## config.mk

```make
export PLATFORM = sky130hd
export DESIGN_NAME = tnb_front
export DESIGN_NICKNAME = d
export VERILOG_FILES = /design/src/sv/triangle_normal_and_bounds_unit_macros.svh /design/src/sv/tnb_pkg.sv /design/src/sv/tnb_front.sv
export SDC_FILE = /design/constraint.sdc
export NUM_CORES = 1
export LEC_CHECK = 0
export BUFFER_PORTS_ARGS = -buffer_cell sky130_fd_sc_hd__buf_2
export CELL_PAD_IN_SITES_DETAIL_PLACEMENT = 1
export CELL_PAD_IN_SITES_GLOBAL_PLACEMENT = 2
export CORE_UTILIZATION = 35
export DETAILED_ROUTE_END_ITERATION = 8
export PLACE_DENSITY_LB_ADDON = 0.08
export SYNTH_ARGS = -nofsm -noshare
export SYNTH_HDL_FRONTEND = slang
export SYNTH_SLANG_ARGS = --single-unit
export TNS_END_PERCENT = 20
```

## constraint.sdc

```tcl
create_clock -name i_clk -period 16.23 [get_ports i_clk]
set_clock_uncertainty 0.2 [all_clocks]
set_input_delay 1.623 -clock i_clk [delete_from_list [all_inputs] [get_ports i_clk]]
set_output_delay 1.623 -clock i_clk [all_outputs]
set_load 0.01 [all_outputs]
```

## src/sv/triangle_normal_and_bounds_unit_macros.svh

```systemverilog
// ----------------------------------------------------------------------------
// Triangle normal and bounds unit: assertion macros
// Concurrent checks clocked on i_clk, with or without the reset gate.
// ----------------------------------------------------------------------------
`ifndef TRIANGLE_NORMAL_AND_BOUNDS_UNIT_MACROS_SVH
`define TRIANGLE_NORMAL_AND_BOUNDS_UNIT_MACROS_SVH
`ifndef SYNTHESIS
`define TNB_ASSERT(label, prop) \
    label: assert property (@(posedge i_clk) disable iff (!i_rst_n) prop) \
        else $error("tnb check failed");
`define TNB_ASSERT_ALWAYS(label, prop) \
    label: assert property (@(posedge i_clk) prop) \
        else $error("tnb check failed");
`else
`define TNB_ASSERT(label, prop)
`define TNB_ASSERT_ALWAYS(label, prop)
`endif
`endif

```

## src/sv/tnb_pkg.sv

```systemverilog
// ----------------------------------------------------------------------------
// Triangle normal and bounds package
// Widths, queue item, result word and sequencer states.
// ----------------------------------------------------------------------------
`default_nettype none

package tnb_pkg;

    localparam int CoordW   = 16;
    localparam int DiffW    = CoordW + 1;
    localparam int ProdW    = 2 * DiffW;
    localparam int CrossW   = ProdW + 1;
    localparam int MagW     = CrossW - 1;
    localparam int NormW    = 30;
    localparam int SqW      = 62;
    localparam int RootW    = 31;
    localparam int FracBits = 14;
    localparam int QW       = FracBits + 1;
    localparam int NumW     = NormW + FracBits + 1;
    localparam int OutW     = 16;
    localparam int InDataW  = 9 * CoordW;
    localparam int OutDataW = 8 * OutW;
    localparam int FifoDepth = 2;

    typedef logic signed [DiffW-1:0]  t_diff;
    typedef logic signed [CoordW-1:0] t_coord;

    typedef struct packed {
        t_diff  ux, uy, uz, vx, vy, vz;
        t_coord xmin, xmax, ymin, ymax, zmin;
    } t_item;

    typedef struct packed {
        logic signed [OutW-1:0] nx, ny, nz;
        logic                   degen;
        t_coord                 xmin, xmax, ymin, ymax, zmin;
    } t_result;

    typedef struct packed {
        logic full;
        logic empty;
    } t_fifo_stat;

    typedef enum logic [3:0] {
        ST_IDLE, ST_CROSS, ST_ABS, ST_NORM, ST_SQR, ST_ROOT, ST_PREP, ST_DIV, ST_DONE
    } t_state;

endpackage

`default_nettype wire

```

## src/sv/tnb_front.sv

```systemverilog
// ----------------------------------------------------------------------------
// Triangle normal and bounds front end
// Accepts triangles, updates running bounds, forms edge vectors.
// ----------------------------------------------------------------------------
`default_nettype none

module tnb_front import tnb_pkg::*; (
    input  wire logic               i_clk,
    input  wire logic               i_rst_n,
    input  wire logic               i_valid,
    input  wire logic               i_first,
    input  wire logic [InDataW-1:0] i_data,
    input  wire t_fifo_stat         i_stat,
    output logic                    o_ready,
    output logic                    o_push,
    output t_item                   o_item
);

    t_coord w_v [9];
    t_coord r_xmin, r_xmax, r_ymin, r_ymax, r_zmin;
    t_coord n_xmin, n_xmax, n_ymin, n_ymax, n_zmin;

    always_comb begin
        for (int k = 0; k < 9; k++) begin
            w_v[k] = t_coord'(i_data[k*CoordW +: CoordW]);
        end
    end

    always_comb begin
        n_xmin = i_first ? w_v[0] : r_xmin;
        n_xmax = i_first ? w_v[0] : r_xmax;
        n_ymin = i_first ? w_v[1] : r_ymin;
        n_ymax = i_first ? w_v[1] : r_ymax;
        n_zmin = i_first ? w_v[2] : r_zmin;
        for (int k = 0; k < 3; k++) begin
            if (w_v[3*k]   < n_xmin) n_xmin = w_v[3*k];
            if (w_v[3*k]   > n_xmax) n_xmax = w_v[3*k];
            if (w_v[3*k+1] < n_ymin) n_ymin = w_v[3*k+1];
            if (w_v[3*k+1] > n_ymax) n_ymax = w_v[3*k+1];
            if (w_v[3*k+2] < n_zmin) n_zmin = w_v[3*k+2];
        end
    end

    assign o_ready = !i_stat.full;
    assign o_push  = i_valid && !i_stat.full;

    always_comb begin
        o_item.ux   = t_diff'(w_v[3]) - t_diff'(w_v[0]);
        o_item.uy   = t_diff'(w_v[4]) - t_diff'(w_v[1]);
        o_item.uz   = t_diff'(w_v[5]) - t_diff'(w_v[2]);
        o_item.vx   = t_diff'(w_v[6]) - t_diff'(w_v[0]);
        o_item.vy   = t_diff'(w_v[7]) - t_diff'(w_v[1]);
        o_item.vz   = t_diff'(w_v[8]) - t_diff'(w_v[2]);
        o_item.xmin = n_xmin;
        o_item.xmax = n_xmax;
        o_item.ymin = n_ymin;
        o_item.ymax = n_ymax;
        o_item.zmin = n_zmin;
    end

    always_ff @(posedge i_clk) begin
        if (!i_rst_n) begin
            r_xmin <= '0;
            r_xmax <= '0;
            r_ymin <= '0;
            r_ymax <= '0;
            r_zmin <= '0;
        end else if (o_push) begin
            r_xmin <= n_xmin;
            r_xmax <= n_xmax;
            r_ymin <= n_ymin;
            r_ymax <= n_ymax;
            r_zmin <= n_zmin;
        end
    end

endmodule

`default_nettype wire

```

==> flow_summary.toml <==
[pwr]
powerDensity_nw_per_um2 = 124
ir_drop_mv = 0.115
total_leakage_power_nw = 9.54

[detailed_routing]
drt-initial-drc-count = 687
drtAntennaViolNets = 0
dr.pass1.iters = 5
drc_errors = 0
vias_per_cell = 5.64
wl_mm = 65.8
vias = 17400
wl_per_cell_um = 21.4

[placement]
port_buffers = 332
hpwl_mm = 54.9
gp_congestion = 0.870

[synth]
ys.flop_type = "dfxtp_1"
ys_ff_latch = 80
synth.most_common_cell = "ha_1"
synth-edff-count = 0
ys_warn_count = 0
syn_avg_cell_area_sq_um = 7.52
syn_area_sq_um = 16400
synthTopCellsByCount = "ha_1, inv_1, nand2_1"
synth.top_cells.by_area = "ha_1, dfxtp_1, mux2i_1, o21ai_0, inv_1"
async_flop_share_pct = 0
postSynthCellCount = 2187
synth_nets = 2666
yosysTopAreaCellShare_pct = 24.6
yosysSeqAreaShare_pct = 9.74
ys_types = 75
synth_top_area_cell = "ha_1"

[worst_setup_path]
slowest_stage = "or4b_2"
crit_arrival_ps = 10830
critPathLaunch = "i_first"
worstSetupPathType = "in -> out"
worst-path-max-fanout = 46
slowest_delay_ps = 760
crit_buf_inv = 5
cp-start-kind = "input port"
crit_required_ps = 14410
r2r-start = "r_xmax[15]"
cp_top_family = "compound AO/OA/AOI/OAI gates"
cp-end-kind = "output port"

[cells_and_area]
ff_latch_area_sq_um = 1600
final.fill_count = 5944
fin_nets = 2950
drive_gt1_share_pct = 18.1
multiInputGateArea_sq_um = 13800
synthToLayoutAreaGrowth_pct = 16.0
n_antenna_cell = 0

[floorplan]
fp.dieH_um = 219
pin_count = 334
dieArea_sq_um = 47800
start_util_pct = 35.4
die_width_um = 219
core-area_sq_um = 46500
fp-row-count = 79

[min_path]
hold_start = "r_xmin[13]"
hp-class = "reg -> reg"

[clock_tree]
cts_resized = 0
clk_latency_ps = 370
root_buffer = "clkbuf_16"
clk_path_buf_depth = 2
htreeDepth = 3
cts_made_buffers = 9
cts_tree = "done"
post-cts-setup-buffers = 0
path_clk_slew_ps = 70
clock-sinks = 80
hold_buffers = 0

[timing]
slew_viol_final = 0
whs_ps = 267
finalCritPeriodShare_pct = 78.0
fin_crit_ps = 12660
fmax_mhz = 79.0
hold_viol = 0
slew_headroom_pct = 23.9
worstMarginPinSlew_ps = 1140
setup_viol = 0
tns_ps = 0
rsz0062_at_grt = "false"

[grt]
antenna_found_initial = 0
grt_overflow_total = 0
grt_max_degree = 68
track_usage_pct = 27.2
grt_pass1_vias = 17600
grt_first_pass_wirelength_mm = 101

[run_status]
outcome = "complete, no violations"

[run]
drv_cap = 0
==> area by class of cell <==
type	instances	area share (%)
multi-input cells	1812	72.1
repair buffers	351	9.48
flip-flops and latches	80	8.40
inverters	217	4.27
well taps	607	3.98
clock buffers	12	1.29
clock inverters	3	0.472
==> flip-flops by register name, indices dropped and copies added (netlist names) <==
name,count
r_xmax,16
r_xmin,16
r_ymax,16
r_ymin,16
r_zmin,16
==> where the power goes <==
part           switching [W]  internal, W
Sequential         0.0000227     0.000237
Combinational        0.00113     0.000725
Clock               0.000101     0.000154
==> stage by stage <==
| stage | total power, W | setup slack [ps] | area, sq um | cells | util [%] |
|---|---|---|---|---|---|
| global route | 0.00259 | 2930 | 19100 | 3082 | 41.1 |
| detailed placement | 0.00212 | 3620 | 18700 | 3067 | 40.3 |
| finish | 0.00237 | 3570 | 19100 | 3082 | 41.1 |
| floorplan | 0.00146 | 4340 | 16400 | 2187 | - |
| global placement | 0.00207 | 3740 | 18700 | 3067 | 40.3 |
| CTS | 0.00239 | 3580 | 19100 | 3082 | 41.1 |
==> layer usage <==
metal	track usage [%]	wire, um
met1	33.8	29400
met5	0	0
met2	47.9	32000
met3	3.23	2160
met4	9.38	2240
==> worst paths after layout <==
path | end | slack, ps | cells past startpoint
worst min register to register | r_xmin[13] | 270 | 2
worst max register to register | r_xmax[1] | 6890 | 31
worst max-delay path | o_item[18] | 3570 | 32
worst min-delay path | r_xmin[13] | 270 | 2
==> cells by family after synthesis <==
logic type               count (synthesis)  synth area share [%]
flip-flops                              80                  9.74
AO/OA/AOI/OAI                          605                  24.6
AND/OR/NAND/NOR                        628                  18.1
adder cells (fa/ha/maj)                329                  25.3
buffers and inverters                  295                  6.92
XOR/XNOR                                56                  2.98
multiplexers                           194                  12.4
==> worst min-delay path, cell delays in order, from the launching register on <==
cell	delay (ps)
dfxtp_1	310
nand2_1	50
a21boi_0	60
==> cell usage in the layout, fill, tap and decap left out, drive strengths merged, types with 29 or more instances in the layout <==
cell type,n
nor2,154
dfxtp,80
buf,351
a21boi,34
nor3,40
o21a,36
nand3,59
xnor2,45
a32oi,29
nor2b,34
ha,323
inv,217
a21oi,124
mux2i,145
o211ai,33
mux2,49
nand4,57
o21ai,179
a21o,42
nand2,194
(Power assumes the default switching activity.)
