**src/sv/triangle_normal_and_bounds_unit_macros.svh**
```systemverilog
// ----------------------------------------------------------------------------
// Triangle normal and bounds unit: assertion macros
// Concurrent checks clocked on i_clk, with or without the reset gate.
// ----------------------------------------------------------------------------
`ifndef TRIANGLE_NORMAL_AND_BOUNDS_UNIT_MACROS_SVH
`define TRIANGLE_NORMAL_AND_BOUNDS_UNIT_MACROS_SVH
`ifndef SYNTHESIS
`define TNB_ASSERT(label, prop) \
    label: assert property (@(posedge i_clk) disable iff (!i_rst_n) prop) \
        else $error("tnb check failed");
`define TNB_ASSERT_ALWAYS(label, prop) \
    label: assert property (@(posedge i_clk) prop) \
        else $error("tnb check failed");
`else
`define TNB_ASSERT(label, prop)
`define TNB_ASSERT_ALWAYS(label, prop)
`endif
`endif

```
**src/sv/tnb_pkg.sv**
```systemverilog
// ----------------------------------------------------------------------------
// Triangle normal and bounds package
// Widths, queue item, result word and sequencer states.
// ----------------------------------------------------------------------------
`default_nettype none

package tnb_pkg;

    localparam int CoordW   = 16;
    localparam int DiffW    = CoordW + 1;
    localparam int ProdW    = 2 * DiffW;
    localparam int CrossW   = ProdW + 1;
    localparam int MagW     = CrossW - 1;
    localparam int NormW    = 30;
    localparam int SqW      = 62;
    localparam int RootW    = 31;
    localparam int FracBits = 14;
    localparam int QW       = FracBits + 1;
    localparam int NumW     = NormW + FracBits + 1;
    localparam int OutW     = 16;
    localparam int InDataW  = 9 * CoordW;
    localparam int OutDataW = 8 * OutW;
    localparam int FifoDepth = 2;

    typedef logic signed [DiffW-1:0]  t_diff;
    typedef logic signed [CoordW-1:0] t_coord;

    typedef struct packed {
        t_diff  ux, uy, uz, vx, vy, vz;
        t_coord xmin, xmax, ymin, ymax, zmin;
    } t_item;

    typedef struct packed {
        logic signed [OutW-1:0] nx, ny, nz;
        logic                   degen;
        t_coord                 xmin, xmax, ymin, ymax, zmin;
    } t_result;

    typedef struct packed {
        logic full;
        logic empty;
    } t_fifo_stat;

    typedef enum logic [3:0] {
        ST_IDLE, ST_CROSS, ST_ABS, ST_NORM, ST_SQR, ST_ROOT, ST_PREP, ST_DIV, ST_DONE
    } t_state;

endpackage

`default_nettype wire

```
**src/sv/tnb_fifo.sv**
```systemverilog
// ----------------------------------------------------------------------------
// Triangle normal and bounds queue
// Two-entry queue between front end and normal sequencer.
// ----------------------------------------------------------------------------
`default_nettype none

module tnb_fifo import tnb_pkg::*; (
    input  wire logic  i_clk,
    input  wire logic  i_rst_n,
    input  wire logic  i_push,
    input  wire t_item i_item,
    input  wire logic  i_pop,
    output t_item      o_item,
    output t_fifo_stat o_stat
);

    localparam int PtrW = $clog2(FifoDepth);

    t_item           r_mem [FifoDepth];
    logic [PtrW-1:0] r_wr, r_rd;
    logic [PtrW:0]   r_cnt;

    assign o_item       = r_mem[r_rd];
    assign o_stat.full  = (r_cnt == (PtrW+1)'(FifoDepth));
    assign o_stat.empty = (r_cnt == '0);

    always_ff @(posedge i_clk) begin
        if (i_push) begin
            r_mem[r_wr] <= i_item;
        end
    end

    always_ff @(posedge i_clk) begin
        if (!i_rst_n) begin
            r_wr  <= '0;
            r_rd  <= '0;
            r_cnt <= '0;
        end else begin
            if (i_push) r_wr <= r_wr + 1'b1;
            if (i_pop)  r_rd <= r_rd + 1'b1;
            r_cnt <= r_cnt + (PtrW+1)'(i_push) - (PtrW+1)'(i_pop);
        end
    end

endmodule

`default_nettype wire

```
**config.mk**
```make
export PLATFORM = sky130hd
export DESIGN_NAME = tnb_fifo
export DESIGN_NICKNAME = d
export VERILOG_FILES = /design/src/sv/triangle_normal_and_bounds_unit_macros.svh /design/src/sv/tnb_pkg.sv /design/src/sv/tnb_fifo.sv
export SDC_FILE = /design/constraint.sdc
export NUM_CORES = 1
export LEC_CHECK = 0
export BUFFER_PORTS_ARGS = -buffer_cell sky130_fd_sc_hd__buf_2
export CORE_MARGIN = 8
export CORE_UTILIZATION = 50
export CTS_BUF_LIST = sky130_fd_sc_hd__clkbuf_8
export DETAILED_ROUTE_END_ITERATION = 12
export PLACE_DENSITY_LB_ADDON = 0.05
export SETUP_SLACK_MARGIN = 0.15
export SLEW_MARGIN = 30
export SYNTH_ARGS = -nofsm -noshare
export SYNTH_HDL_FRONTEND = slang
export SYNTH_SLANG_ARGS = --single-unit
```
**constraint.sdc**
```tcl
create_clock -name i_clk -period 24.9 [get_ports i_clk]
set_input_delay 7.47 -clock i_clk [delete_from_list [all_inputs] [get_ports i_clk]]
set_output_delay 7.47 -clock i_clk [all_outputs]
set_load 0.02 [all_outputs]
```
==> reports/qor.yml, run 1 <==
critical-path-max-stage-delay_ns: 0.79
irDropWorstVdd_mv: 0.0512
antenna_found_initial: 13
cts_buffer_depth: 3
power.density_nw_per_um2: 80.0
cp_max_fo: 62
drt-wirelength-per-cell_um: 21.1
final_nets: 1192
synth_commonest_cells: "edfxtp_1 (364), mux2_2 (182), clkbuf_8 (17), dfxtp_1 (5)"
start_util_pct: 50.4
synth-seq-area-share_pct: 81.9
synth_top_family_by_area: "multiplexers"
synth-compound-area-share_pct: 0.0557
cp_cell_sequence: "buf_4 > mux2_2 > buf_2"
route.detailed.drc: 0
dr.pass1.iters: 4
yosysMostFrequentCell: "edfxtp_1"
viasPerCell: 5.01
ff2ff_path_depth: 2
gp_congestion: 0.740
drt-initial-drc-count: 283
synth_simple_gate_area_share_pct: 0.399
required_ns: 17.43
critical_path.startpoint_type: "register"
clk_pin_slew_ns: 0.06
vias: 6994
drt_wl_total_mm: 29.4
cts_buffers: 57
clock_skew_ns: 0.0282
dp_hpwl_mm: 20.3
final_hold_viol_count: 0
wl_met1_mm: 11.1
crit_path_end_kind: "output pin"
core-area_um2: 26700
grt.overflow.total: 0
grt_pass1_wl_mm: 43.6
root_buffer: "clkbuf_8"
slowest_stage: "dfxtp_4"
syn-instance-count: 587
grt_pass1_vias: 7663
reg2reg_to: "r_mem[1][22]"
die-area_um2: 32500
syn2layout_area_growth_pct: 23.5
die_h_um: 180
routed-wl-met3_mm: 2.81
critPathCapture: "o_item[175]"
ys_types: 13
grt_max_degree: 78
synth_xor_area_share_pct: 0.232
drive_gt1_share_pct: 59.9
pin_count: 370
cap_violations: 0
maxSlewHeadroom_pct: 36.9
grt.total_usage_pct: 17.5
finalPower_w: 0.00133
worst_pin_slew_ns: 0.946
hold_class: "register to register"
final.setup.tns_ns: 0
setup_viol: 0
crit_arrival_ns: 2.80
postCtsSetupBuffers: 0
fmax_ghz: 0.0974
synth_edf_count: 364
critPathBufInv: 2
synthMuxAreaShare_pct: 15.2
async_flop_share_pct: 0
synth-seq-cells: 369
die_w_um: 180
dr.max_layer_used: "met5"
rows: 60
cts_tree: "done"
synth_fp_nets: 775
status: "finished, final reports clean"
ctsHoldBuffers: 0
path_depth: 3
reg2reg_from: "r_wr"
synth_fa_ha_area_share_pct: 0.186
wl_met2_mm: 14.5
synth_area_leaders: "edfxtp_1 (81%), mux2_2 (15%), clkbuf_8 (1.7%)"
drtAntennaViolNets: 0
synth_top_area_cell: "edfxtp_1"
netlist_area_um2: 13500
leakagePower_nw: 6.32
clk_latency_ns: 0.56
rsz0062_at_grt: "false"
ys_warn_count: 0
cts.sinks: 369
ctsHtreeMaxLevel: 2
cts_resized: 0
cp_top_family: "buffers and inverters"
syn_avg_cell_area_um2: 23.0
port_buffers: 369
rrSetupSlack_ns: 22.72
synth_ff_type: "edfxtp_1"
period_minus_slack_ns: 10.27
path_class: "register to output pin"
period_share_pct: 41.2
synth.top_cell.area_share_pct: 81.1
report.final.slew_viol_count: 0
[worst min path at each step]
stage          start  endpoint  slack (ns)  depth (start not counted)
2_1_floorplan   r_rd  register        0.55                          2
3_3_place_gp    r_rd  register        0.56                          2
3_5_place_dp    r_rd  register        0.57                          2
4_1_cts         r_rd  register        0.58                          2
5_1_grt         r_rd  register        0.61                          2
6_report        r_rd  register        0.58                          2
[tightest hold or removal path: stages (launching register included)]
cell     delay (ns)
dfxtp_1        0.32
xor2_1         0.07
and2_1         0.14
[logic make-up (layout without fill, tap and decap cells)]
| logic type | count (synthesis) | in the layout |
|---|---|---|
| AOI/OAI and AO/OA | 1 | 1 |
| xor gates and xnor gates | 2 | 2 |
| adders and majority gates | 2 | 2 |
| buffers and inverters | 22 | 480 |
| DFF | 369 | 369 |
| muxes | 182 | 182 |
| other | 0 | 9 |
| and+or+nand+nor | 9 | 9 |
[metrics by stage]
| step | hold slack (ns) | std cells | utilization [%] | area (um2) | setup WS (ns) |
|---|---|---|---|---|---|
| finish | 0.578 | 1395 | 62.3 | 16600 | 14.63 |
| floorplan | 0.555 | 587 | - | 13500 | 8.80 |
| CTS | 0.583 | 1383 | 61.9 | 16500 | 14.45 |
| detailed placement | 0.570 | 1283 | 58.1 | 15500 | 15.03 |
| global route | 0.607 | 1392 | 62.2 | 16600 | 14.44 |
| global placement | 0.564 | 1283 | 58.1 | 15500 | 15.12 |
[flip-flops by register name, indices dropped and copies added (netlist names), named ones only]
register	count
r_cnt	2
r_mem	364
r_rd	1
r_wr	1
[layout make-up]
cell class	instances	area (um2)
Sequential cell	369	11000
Fill cell	1975	10100
Multi-Input combinational cell	196	2180
Timing Repair Buffer	378	1970
Clock buffer	62	853
Tap cell	341	427
Clock inverter	38	144
Antenna cell	9	22.5
Inverter	2	7.51
[routing by layer]
metal | vias to the layer above | track usage, %
met5 | - | 0
met4 | 12 | 7.01
met3 | 68 | 7.68
met2 | 295 | 29.7
met1 | 3422 | 19.0
li1 | 3197 | -
[layout by cell type (no fill, tap or decap)]
cell type,n
xnor3_1,1
o21a_1,1
ha_1,2
nor2b_4,1
buf_16,2
clkinv_2,1
clkinv_1,15
nor2b_1,3
buf_8,1
diode_2,9
edfxtp_1,364
buf_4,3
nor2_1,1
clkbuf_8,62
buf_6,3
dfxtp_1,4
mux2_2,182
buf_2,369
and2_4,1
xor2_1,1
dfxtp_4,1
and2_1,3
inv_1,24
[where the power goes]
group          total [W]  switching, W  leakage (nW)  internal (W)
Sequential      0.000729     0.0000101          3.46      0.000719
Combinational   0.000165     0.0000986          2.27     0.0000667
Clock           0.000436      0.000210         0.590      0.000226
Note: power is estimated with default switching activity, not from simulation.
==> inputs of run 2 (changes only) <==
==> constraint.sdc (replaced) <==
create_clock -name i_clk -period 9.6 [get_ports i_clk]
set_input_delay 2.88 -clock i_clk [delete_from_list [all_inputs] [get_ports i_clk]]
set_output_delay 2.88 -clock i_clk [all_outputs]
set_load 0.02 [all_outputs]
==> run 2 against run 1 <==
Against the previous run: design area decreased by 0.23%; final cell count decreased by 0.29%; register-to-register slack got worse by 16 ns; count of clock-buffer cells in the layout decreased by 3; utilization decreased by 0.15 points; sequential share of layout area increased by 0.16 points; clock skew decreased by 0.012 ns; sequential power increased to 2.6 times the previous value; critical path depth unchanged; clock power increased to 2.6 times the previous value.
==> reports/qor.yml, run 2 (same netlist as run 1, synthesis figures left out) <==
leakagePower_nw: 6.33
viasPerCell: 5.03
layout_common_cells: "buf_2 (369), edfxtp_1 (364), mux2_2 (182), clkbuf_8 (59), inv_1 (30)"
finalPower_w: 0.00346
worst_pin_slew_ns: 0.886
drt-wirelength-per-cell_um: 21.3
report.final.slew_viol_count: 0
slowest_stage: "dfxtp_4"
gp_congestion: 0.759
status: "finished, final reports clean"
grt.overflow.total: 0
pin_count: 370
dp_hpwl_mm: 20.5
antenna_found_initial: 9
die-area_um2: 32500
critical-path-max-stage-delay_ns: 0.91
port_buffers: 369
grt.total_usage_pct: 17.7
final.setup.tns_ns: 0
largest_register_ffs: 364
rsz0062_at_grt: "false"
worst_slack_ns: 3.88
hold_slack_ns: 0.583
die_w_um: 180
syn2layout_area_growth_pct: 23.2
setup_viol: 0
drtAntennaViolNets: 0
core-area_um2: 26700
cts.sinks: 369
start_util_pct: 50.4
route.detailed.drc: 0
vias: 6995
critical_path.startpoint_type: "register"
grt_pass1_vias: 7772
maxSlewHeadroom_pct: 40.9
dr.pass1.iters: 4
cp_cell_sequence: "buf_6 > mux2_2 > buf_2"
drt-initial-drc-count: 379
cts_tree: "done"
cts_buffer_depth: 3
cap_violations: 0
ctsHtreeMaxLevel: 2
crit_arrival_ns: 2.84
root_buffer: "clkbuf_8"
cts_buffers: 57
post-place-ws_ns: 4.15
top_regs: "r_mem (364), r_cnt (2)"
clk_latency_ns: 0.58
cts_resized: 0
power.density_nw_per_um2: 208
crit_path_end_kind: "output pin"
die_h_um: 180
path_class: "register to output pin"
clock_skew_ns: 0.0167
clk_pin_slew_ns: 0.05
required_ns: 6.72
cp_max_fo: 79
fmax_ghz: 0.175
rows: 60
drive_gt1_share_pct: 59.8
final_common_cell: "buf_2"
drt_wl_total_mm: 29.7
period_minus_slack_ns: 5.72
period_share_pct: 59.6
final_nets: 1191
grt_max_degree: 80
irDropWorstVdd_mv: 0.131
grt_pass1_wl_mm: 44.1
ctsHoldBuffers: 0
final_hold_viol_count: 0
hold_class: "register to register"
top_register: "r_mem"
postCtsSetupBuffers: 0
## run 2: layer usage
| metal | track usage, % | share of wire, % |
|---|---|---|
| met1 | 19.9 | 38 |
| met2 | 30.0 | 49 |
| met5 | 0 | 0.21 |
| met4 | 6.42 | 2.8 |
| met3 | 7.26 | 9.1 |
## run 2: through the flow
| stage | utilization [%] | instances | cell area (um2) |
|---|---|---|---|
| floorplan | - | 587 | 13500 |
| global placement | 58.2 | 1284 | 15500 |
| detailed placement | 58.2 | 1284 | 15500 |
| CTS | 61.9 | 1386 | 16600 |
| global route | 62.1 | 1391 | 16600 |
| finish | 62.1 | 1391 | 16600 |
## run 2: final timing paths
check,from,endpoint,slack [ns],cells past startpoint
worst max-delay path,register,o_item[59],3.88,3
worst min-delay path,r_rd,register,0.58,2
worst max register to register,r_wr,r_mem[0][41],7.21,3
worst min register to register,r_rd,register,0.58,2
## run 2: cell type report
class                           count  area [um2]
Clock buffer                       59         812
Antenna cell                        4        10.0
Clock inverter                     43         194
Inverter                            2        7.51
Timing Repair Buffer              377        1940
Tap cell                          341         427
Sequential cell                   369       11000
Multi-Input combinational cell    196        2180
Fill cell                        1986       10100
## run 2: power breakdown
group	switching (W)	internal, W
combinational	0.000252	0.000170
clock	0.000552	0.000590
sequential	0.0000295	0.00187
## run 2: worst max-delay path: cells and delay by family, from the launching register on
family	cells	cell delay [ns]
buffers and inverters	2	0.84
DFF	1	0.91
muxes	1	0.44
